[src/hdl/sorted_priority_queue_macros.svh]
// ----------------------------------------------------------------------------
// Assertion macros for the sorted priority queue
// Shared property shorthands, reset-aware, reporting by $error.
// ----------------------------------------------------------------------------
`ifndef SORTED_PRIORITY_QUEUE_MACROS_SVH
`define SORTED_PRIORITY_QUEUE_MACROS_SVH

// same-cycle implication
`define SPQ_ASSERT_IMPL(lbl, clk, rst_n, ante, cons, msg) \
	lbl: assert property (@(posedge clk) disable iff (!rst_n) (ante) |-> (cons)) \
		else $error(msg);

// next-cycle implication
`define SPQ_ASSERT_NEXT(lbl, clk, rst_n, ante, cons, msg) \
	lbl: assert property (@(posedge clk) disable iff (!rst_n) (ante) |=> (cons)) \
		else $error(msg);

`endif

[src/hdl/spq_pkg.sv]
// ----------------------------------------------------------------------------
// Sorted priority queue package
// Capacity, codes, beat types and controller types shared by all modules.
// ----------------------------------------------------------------------------
package spq_pkg;

	localparam int CAPACITY      = 8;
	localparam int CNT_W         = $clog2(CAPACITY + 1);
	localparam int DATA_W        = 32;
	localparam int ENTRY_COUNT_W = 4;

	localparam logic REQ_INSERT = 1'b0;
	localparam logic REQ_REMOVE = 1'b1;

	localparam logic [1:0] STATUS_OK        = 2'd0;
	localparam logic [1:0] STATUS_OVERFLOW  = 2'd1;
	localparam logic [1:0] STATUS_UNDERFLOW = 2'd2;

	typedef struct packed {
		logic                     req_type;
		logic signed [DATA_W-1:0] value;
	} req_t;

	typedef struct packed {
		logic [1:0]               status;
		logic signed [DATA_W-1:0] removed_value;
		logic signed [DATA_W-1:0] head_value;
		logic [ENTRY_COUNT_W-1:0] entry_count;
		logic                     is_empty;
		logic                     is_full;
	} rsp_t;

	typedef enum logic {
		ST_IDLE,
		ST_EXEC
	} state_t;

	typedef struct packed {
		logic load;
		logic exec;
	} ctrl_cmd_t;

endpackage

[src/hdl/spq_ctrl.sv]
// ----------------------------------------------------------------------------
// Sorted priority queue controller
// Two-state sequencer: capture a request, then run one update cycle.
// ----------------------------------------------------------------------------
`include "sorted_priority_queue_macros.svh"

module spq_ctrl (
	input  logic               clk,
	input  logic               arst_n,
	input  logic               start,
	output logic               busy,
	output spq_pkg::ctrl_cmd_t cmd
);
	import spq_pkg::*;

	state_t state_q;
	state_t state_d;

	always_ff @(posedge clk or negedge arst_n) begin
		if (!arst_n) begin
			state_q <= ST_IDLE;
		end else begin
			state_q <= state_d;
		end
	end

	always_comb begin
		state_d = state_q;
		case (state_q)
			ST_IDLE: begin
				if (start) state_d = ST_EXEC;
			end
			ST_EXEC: begin
				state_d = ST_IDLE;
			end
			default: begin
				state_d = ST_IDLE;
			end
		endcase
	end

	always_comb begin
		busy     = 1'b0;
		cmd.load = 1'b0;
		cmd.exec = 1'b0;
		case (state_q)
			ST_IDLE: begin
				cmd.load = start;
			end
			ST_EXEC: begin
				busy     = 1'b1;
				cmd.exec = 1'b1;
			end
			default: begin
				busy = 1'b0;
			end
		endcase
	end

	`SPQ_ASSERT_NEXT(a_accept_goes_busy, clk, arst_n, start && !busy, busy && !cmd.load, "accepted request did not start execution")
	`SPQ_ASSERT_NEXT(a_exec_one_cycle, clk, arst_n, cmd.exec, !cmd.exec, "execution lasted more than one cycle")

endmodule

[src/hdl/spq_datapath.sv]
// ----------------------------------------------------------------------------
// Sorted priority queue datapath
// Request register, sorted entry row with parallel compare and shift,
// live count and registered result.
// ----------------------------------------------------------------------------
`include "sorted_priority_queue_macros.svh"

module spq_datapath (
	input  logic               clk,
	input  logic               arst_n,
	input  spq_pkg::ctrl_cmd_t cmd,
	input  spq_pkg::req_t      req,
	output logic               done,
	output spq_pkg::rsp_t      rsp
);
	import spq_pkg::*;

	req_t                     req_q;
	logic signed [DATA_W-1:0] entries_q [CAPACITY];
	logic signed [DATA_W-1:0] entries_d [CAPACITY];
	logic [CNT_W-1:0]         count_q;
	logic [CNT_W-1:0]         count_d;
	logic                     done_q;
	rsp_t                     rsp_q;
	rsp_t                     rsp_d;

	logic [CAPACITY-1:0]      at_or_after;
	logic                     ins_ok;
	logic                     rem_ok;

	// Store is kept sorted, so the compare vector is monotone over live slots:
	// a slot lies at or after the insert point when the value wins there or the
	// slot is past the live range.
	always_comb begin
		for (int k = 0; k < CAPACITY; k++) begin
			at_or_after[k] = (CNT_W'(k) >= count_q) || (req_q.value >= entries_q[k]);
		end
	end

	assign ins_ok = (req_q.req_type == REQ_INSERT) && (count_q != CNT_W'(CAPACITY));
	assign rem_ok = (req_q.req_type == REQ_REMOVE) && (count_q != '0);

	always_comb begin
		for (int k = 0; k < CAPACITY; k++) begin
			entries_d[k] = entries_q[k];
		end
		count_d = count_q;
		if (ins_ok) begin
			entries_d[0] = at_or_after[0] ? req_q.value : entries_q[0];
			for (int k = 1; k < CAPACITY; k++) begin
				if (!at_or_after[k]) begin
					entries_d[k] = entries_q[k];
				end else if (!at_or_after[k-1]) begin
					entries_d[k] = req_q.value;
				end else begin
					entries_d[k] = entries_q[k-1];
				end
			end
			count_d = count_q + 1'b1;
		end else if (rem_ok) begin
			for (int k = 0; k < CAPACITY - 1; k++) begin
				entries_d[k] = entries_q[k+1];
			end
			count_d = count_q - 1'b1;
		end
	end

	always_comb begin
		rsp_d.status = STATUS_OK;
		if ((req_q.req_type == REQ_INSERT) && !ins_ok) rsp_d.status = STATUS_OVERFLOW;
		if ((req_q.req_type == REQ_REMOVE) && !rem_ok) rsp_d.status = STATUS_UNDERFLOW;
		rsp_d.removed_value = rem_ok ? entries_q[0] : '0;
		rsp_d.head_value    = (count_d != '0) ? entries_d[0] : '0;
		rsp_d.entry_count   = ENTRY_COUNT_W'(count_d);
		rsp_d.is_empty      = (count_d == '0);
		rsp_d.is_full       = (count_d == CNT_W'(CAPACITY));
	end

	always_ff @(posedge clk) begin
		if (cmd.load) req_q <= req;
		if (cmd.exec) begin
			rsp_q <= rsp_d;
			for (int k = 0; k < CAPACITY; k++) begin
				entries_q[k] <= entries_d[k];
			end
		end
	end

	always_ff @(posedge clk or negedge arst_n) begin
		if (!arst_n) begin
			count_q <= '0;
			done_q  <= 1'b0;
		end else begin
			done_q <= cmd.exec;
			if (cmd.exec) count_q <= count_d;
		end
	end

	assign done = done_q;
	assign rsp  = rsp_q;

	`SPQ_ASSERT_IMPL(a_count_bounded, clk, arst_n, 1'b1, count_q <= CNT_W'(CAPACITY), "live count exceeds capacity")
	`SPQ_ASSERT_IMPL(a_overflow_only_full, clk, arst_n, done_q && (rsp_q.status == STATUS_OVERFLOW), rsp_q.is_full && (rsp_q.removed_value == '0), "overflow reported on a queue that is not full")
	`SPQ_ASSERT_NEXT(a_exec_strobes, clk, arst_n, cmd.exec, done_q && (rsp_q.entry_count == ENTRY_COUNT_W'(count_q)), "result beat does not match the live count")

	for (genvar g = 0; g < CAPACITY - 1; g++) begin : g_order
		`SPQ_ASSERT_IMPL(a_sorted, clk, arst_n, CNT_W'(g + 1) < count_q, entries_q[g] >= entries_q[g+1], "store lost descending order")
	end

endmodule

[src/hdl/sorted_priority_queue.sv]
// Flow: a request accepted with busy low is loaded into req_q as the controller
// enters ST_EXEC; that update registers the result beat and raises done_q.
// Pacing: no request is taken while busy; busy is high for the single update
// cycle in which all slots are compared against the value and shifted at once.
// Reset: arst_n clears the live count and the controller; entries are undefined
// until written. The receiver cannot stall, so each result beat lasts one cycle.
// ----------------------------------------------------------------------------
// Sorted priority queue top level
// Descending-order queue of signed 32-bit values: insert by priority, remove
// largest, one result beat per request.
// ----------------------------------------------------------------------------
module sorted_priority_queue (
	input  logic           clk,
	input  logic           arst_n,
	input  logic           start,
	output logic           busy,
	input  spq_pkg::req_t  req,
	output logic           done,
	output spq_pkg::rsp_t  rsp
);
	import spq_pkg::*;

	// Command bundle from the sequencer: load captures the request beat,
	// exec commits the compare-and-shift and registers the result.
	ctrl_cmd_t cmd;

	// Sequencer: idle until start, then one update cycle with busy held high.
	spq_ctrl u_ctrl (
		.clk    (clk),
		.arst_n (arst_n),
		.start  (start),
		.busy   (busy),
		.cmd    (cmd)
	);

	// Datapath: sorted slot row, live count, result register. The result beat
	// comes up in the cycle after exec, which is also a cycle where a new
	// request may be accepted.
	spq_datapath u_datapath (
		.clk    (clk),
		.arst_n (arst_n),
		.cmd    (cmd),
		.req    (req),
		.done   (done),
		.rsp    (rsp)
	);

endmodule

[config.mk]
export PLATFORM = sky130hd
export DESIGN_NAME = sorted_priority_queue
export DESIGN_NICKNAME = d
export VERILOG_FILES = /design/src/hdl/spq_pkg.sv /design/src/hdl/spq_ctrl.sv /design/src/hdl/spq_datapath.sv /design/src/hdl/sorted_priority_queue.sv
export VERILOG_INCLUDE_DIRS = /design/src /design/src/hdl
export SDC_FILE = /design/constraint.sdc
export NUM_CORES = 1
export LEC_CHECK = 0
export BUFFER_PORTS_ARGS = -buffer_cell sky130_fd_sc_hd__buf_4
export CORE_ASPECT_RATIO = 1.5
export CORE_MARGIN = 4
export CORE_UTILIZATION = 50
export CTS_CLUSTER_DIAMETER = 150
export DETAILED_ROUTE_END_ITERATION = 6
export HOLD_SLACK_MARGIN = 0.08
export PLACE_DENSITY = 0.67
export SYNTH_ARGS = -nofsm -noshare
export SYNTH_HDL_FRONTEND = slang
export SYNTH_SLANG_ARGS = --single-unit
[constraint.sdc]
create_clock -name clk -period 14.4 [get_ports clk]
set_input_delay 1.44 -clock clk [delete_from_list [all_inputs] [get_ports clk]]
set_output_delay 1.44 -clock clk [all_outputs]
set_load 0.05 [all_outputs]
==> results.sh <==
export IMPL_status="finished, final reports clean"
export IMPL_ys_types=64
export IMPL_finalCritPeriodShare=0.3287
export IMPL_rows=95
export IMPL_fin_worst_hold_slack_ns=0.5857
export IMPL_hold_viol_final=0
export IMPL_worst_pin_slew_ns=1.217
export IMPL_rrSetupSlack_ns=9.67
export IMPL_yosys_top_cells_count="361 x edfxtp_1, 264 x inv_1, 261 x ha_1, 158 x o221ai_1, 152 x nand3_1"
export IMPL_die_y_um=268.2
export IMPL_wire_per_inst_um=24.80
export IMPL_arrival_ns=5.03
export IMPL_drtAntennaViolNets=0
export IMPL_fin_crit_ns=4.734
export IMPL_crit_path_start="u_datapath.req_q[30]"
export IMPL_fin_worst_skew_ns=0.01705
export IMPL_clkTransAtPathRegs_ns=0.06
export IMPL_post_route_drc_count=0
export IMPL_nets=2406
export IMPL_cp_num_buf_inv=1
export IMPL_cp_slowest_cell="nor4_1"
export IMPL_ys_ff_latch=367
export IMPL_synth_avg_cell_area_um2=11.04
export IMPL_synthFlopType="edfxtp_1"
export IMPL_rsz0062_at_grt="no"
export IMPL_clk_latency_ns=0.55
export IMPL_via_per_inst=6.345
export IMPL_grt_max_degree=123
export IMPL_grt_remaining_overflow=0
export IMPL_track_usage=0.2692
export IMPL_yosys_warnings=0
export IMPL_core_mm2=0.04469
export IMPL_p_leak_nw=10.51
export IMPL_fin_setup_tns_ns=0
export IMPL_crit_chain="ha_1 -> nand4_1 -> nor4_1 -> nor3b_1 -> a211oi_1 -> mux2i_4 -> buf_4 -> o221ai_1 -> and2_1"
export IMPL_synth_edf_count=361
export IMPL_first_pass_iters=5
export IMPL_cts_setup_buffers=0
export IMPL_critPathKind="flop to flop"
export IMPL_io_pins=110
export IMPL_p_per_area_mw_per_mm2=163.3
export IMPL_placed_area_mm2=0.02397
export IMPL_ir_worst_vdd_mv=0.1090
export IMPL_ctsResizeCount=0
export IMPL_crit_path_end="u_datapath.rsp[21]"
export IMPL_setup_violations_final=0
export IMPL_grt_pass1_vias=18200
export IMPL_drive_gt1_frac=0.1156
export IMPL_async_reset_ff_frac=0.01635
export IMPL_final_area_mm2=0.02517
export IMPL_path_depth=9
export IMPL_maxCapViolations=0
export IMPL_place_hpwl_um=48870
export IMPL_rr_worst_depth=9
export IMPL_die_area_mm2=0.04866
export IMPL_vias=17250
export IMPL_numClockSinks=367
export IMPL_gp_congestion=0.9515
export IMPL_cts_root_buf="clkbuf_16"
export IMPL_critPathMaxFanout=62
export IMPL_synthMostInstantiatedCell="edfxtp_1"
export IMPL_drv_slew=0
export IMPL_fin_cells=2719
export IMPL_hold_class="flop to flop"
export IMPL_max_freq_mhz=211.3
export IMPL_drt_iter0_drc=1116
export IMPL_ys_seq_area_frac=0.4871
export IMPL_p_total_mw=4.110
export IMPL_wl_um=67420
export IMPL_io_buffers=109
export IMPL_cp_start_kind="flop"
export IMPL_n_antenna_cell=0
export IMPL_r2r_start="u_datapath.req_q[30]"
export IMPL_num_fill_cells=3872
export IMPL_area_growth_pct=11.56
export IMPL_grt_pass1_wl_um=102200
export IMPL_cts_buffer_depth=3
export IMPL_placed_cells=2650
export IMPL_cp_required_ns=14.70
export IMPL_critPathMaxStageDelay_ns=0.90
export IMPL_cts_buffers=39
export IMPL_slew_headroom=0.1865
export IMPL_syn_area_mm2=0.02256
export IMPL_r2r_end="u_datapath.rsp[21]"
export IMPL_cp_top_family="simple AND/OR/NAND/NOR gates"
export IMPL_synthesis_nets=2341
export IMPL_synth_top_cell_area_share=0.4804
export IMPL_ctsHoldBuffers=0
export IMPL_h_tree_depth=2
export IMPL_die_x_um=181.5
export IMPL_antenna_found_initial=0
export IMPL_end_kind="flop"
export IMPL_syn_instance_count=2044
export IMPL_cts_tree="built"
export IMPL_synth_top_cells_by_area="edfxtp_1 48%, ha_1 14%, o221ai_1 6.1%, inv_1 4.4%, nand3_1 3.4%"
export IMPL_floorplan_initialDensity=0.5049
export IMPL_yosys_area_top_type="edfxtp_1"
how the worst min path moves through the flow:
stage | from | to | slack, ns | cells after the start
final | u_datapath.entries_q[1][70] | u_datapath.entries_q[1][102] | 0.59 | 1
after detailed placement | u_datapath.entries_q[1][66] | u_datapath.entries_q[1][98] | 0.57 | 1
after global placement | u_datapath.entries_q[1][68] | u_datapath.entries_q[1][100] | 0.56 | 1
after global routing | u_datapath.entries_q[1][82] | u_datapath.entries_q[1][114] | 0.60 | 1
after CTS | u_datapath.entries_q[1][82] | u_datapath.entries_q[1][114] | 0.58 | 1
after floorplan | u_datapath.count_q[0] | u_datapath.count_q[0] | 0.53 | 1
sequential cells by signal (all words and copies together), names as in the netlist:
register / cells
u_datapath.done: 1
u_datapath.count_q: 4
u_ctrl.state_q: 1
u_datapath.entries_q: 256
u_datapath.rsp: 72
u_datapath.req_q: 33
power by group:
part	switching, mW	total [mW]	internal [mW]
clock network	0.433	0.982	0.549
logic	0.994	1.54	0.545
registers	0.126	1.59	1.46
total	1.55	4.11	2.56
routing by layer:
| metal | part of all wire | global-route usage | wire [um] | vias up |
|---|---|---|---|---|
| met5 | 0 | 0 | 0 | - |
| met4 | 0.070 | 0.1650 | 4741 | 0 |
| met3 | 0.038 | 0.02857 | 2536 | 249 |
| met2 | 0.54 | 0.5140 | 36670 | 578 |
| met1 | 0.35 | 0.2819 | 23480 | 8500 |
| li1 | - | - | - | 7924 |
per-stage QoR:
| stage | setup WS (ns) | util |
|---|---|---|
| after detailed placement | 9.780 | 0.5362 |
| after global placement | 9.843 | 0.5362 |
| final | 9.666 | 0.5632 |
| after floorplan | 8.478 | - |
| after global routing | 9.472 | 0.5632 |
| after CTS | 9.768 | 0.5632 |
logic make-up after synthesis:
logic type,after synthesis,synth area share
compound gates,451,0.1426
xor+xnor,4,0.001553
fa+ha+maj,261,0.1447
buf+inv,371,0.06554
flops,367,0.4871
mux,100,0.05096
simple gates,490,0.1075
worst register-to-register path: cells and delay by family, from the launching register on:
kind                       cells  cell delay (ns)
adders and majority gates      1             0.46
muxes                          1             0.25
AOI/OAI and AO/OA              2             0.56
buffers and inverters          1             0.73
and+or+nand+nor                4             1.84
DFF                            1             0.66
layout by cell type (no fill, tap or decap), types with 33 or more instances in the layout:
cell type	Yosys	final
buf_4	5	130
mux2i_1	68	65
nor2_1	65	62
o22ai_1	63	63
a21oi_1	95	93
o221ai_1	158	158
and2_1	33	33
o21ai_0	35	33
clkbuf_16	0	41
nand2_1	122	121
nand3_1	152	152
inv_1	264	264
nand4_1	50	50
ha_1	261	261
edfxtp_1	361	361
layout make-up:
cell class                      instances  area, um2  area share
Clock buffer                           51       1084     0.04305
Clock inverter                         18      122.6    0.004871
Sequential cell                       367      10990      0.4368
Inverter                              264      991.0     0.03937
Multi-Input combinational cell       1306      10260      0.4074
Timing Repair Buffer                  131      996.0     0.03957
Tap cell                              582      728.2     0.02893
Note: power is estimated with default switching activity, not from simulation.
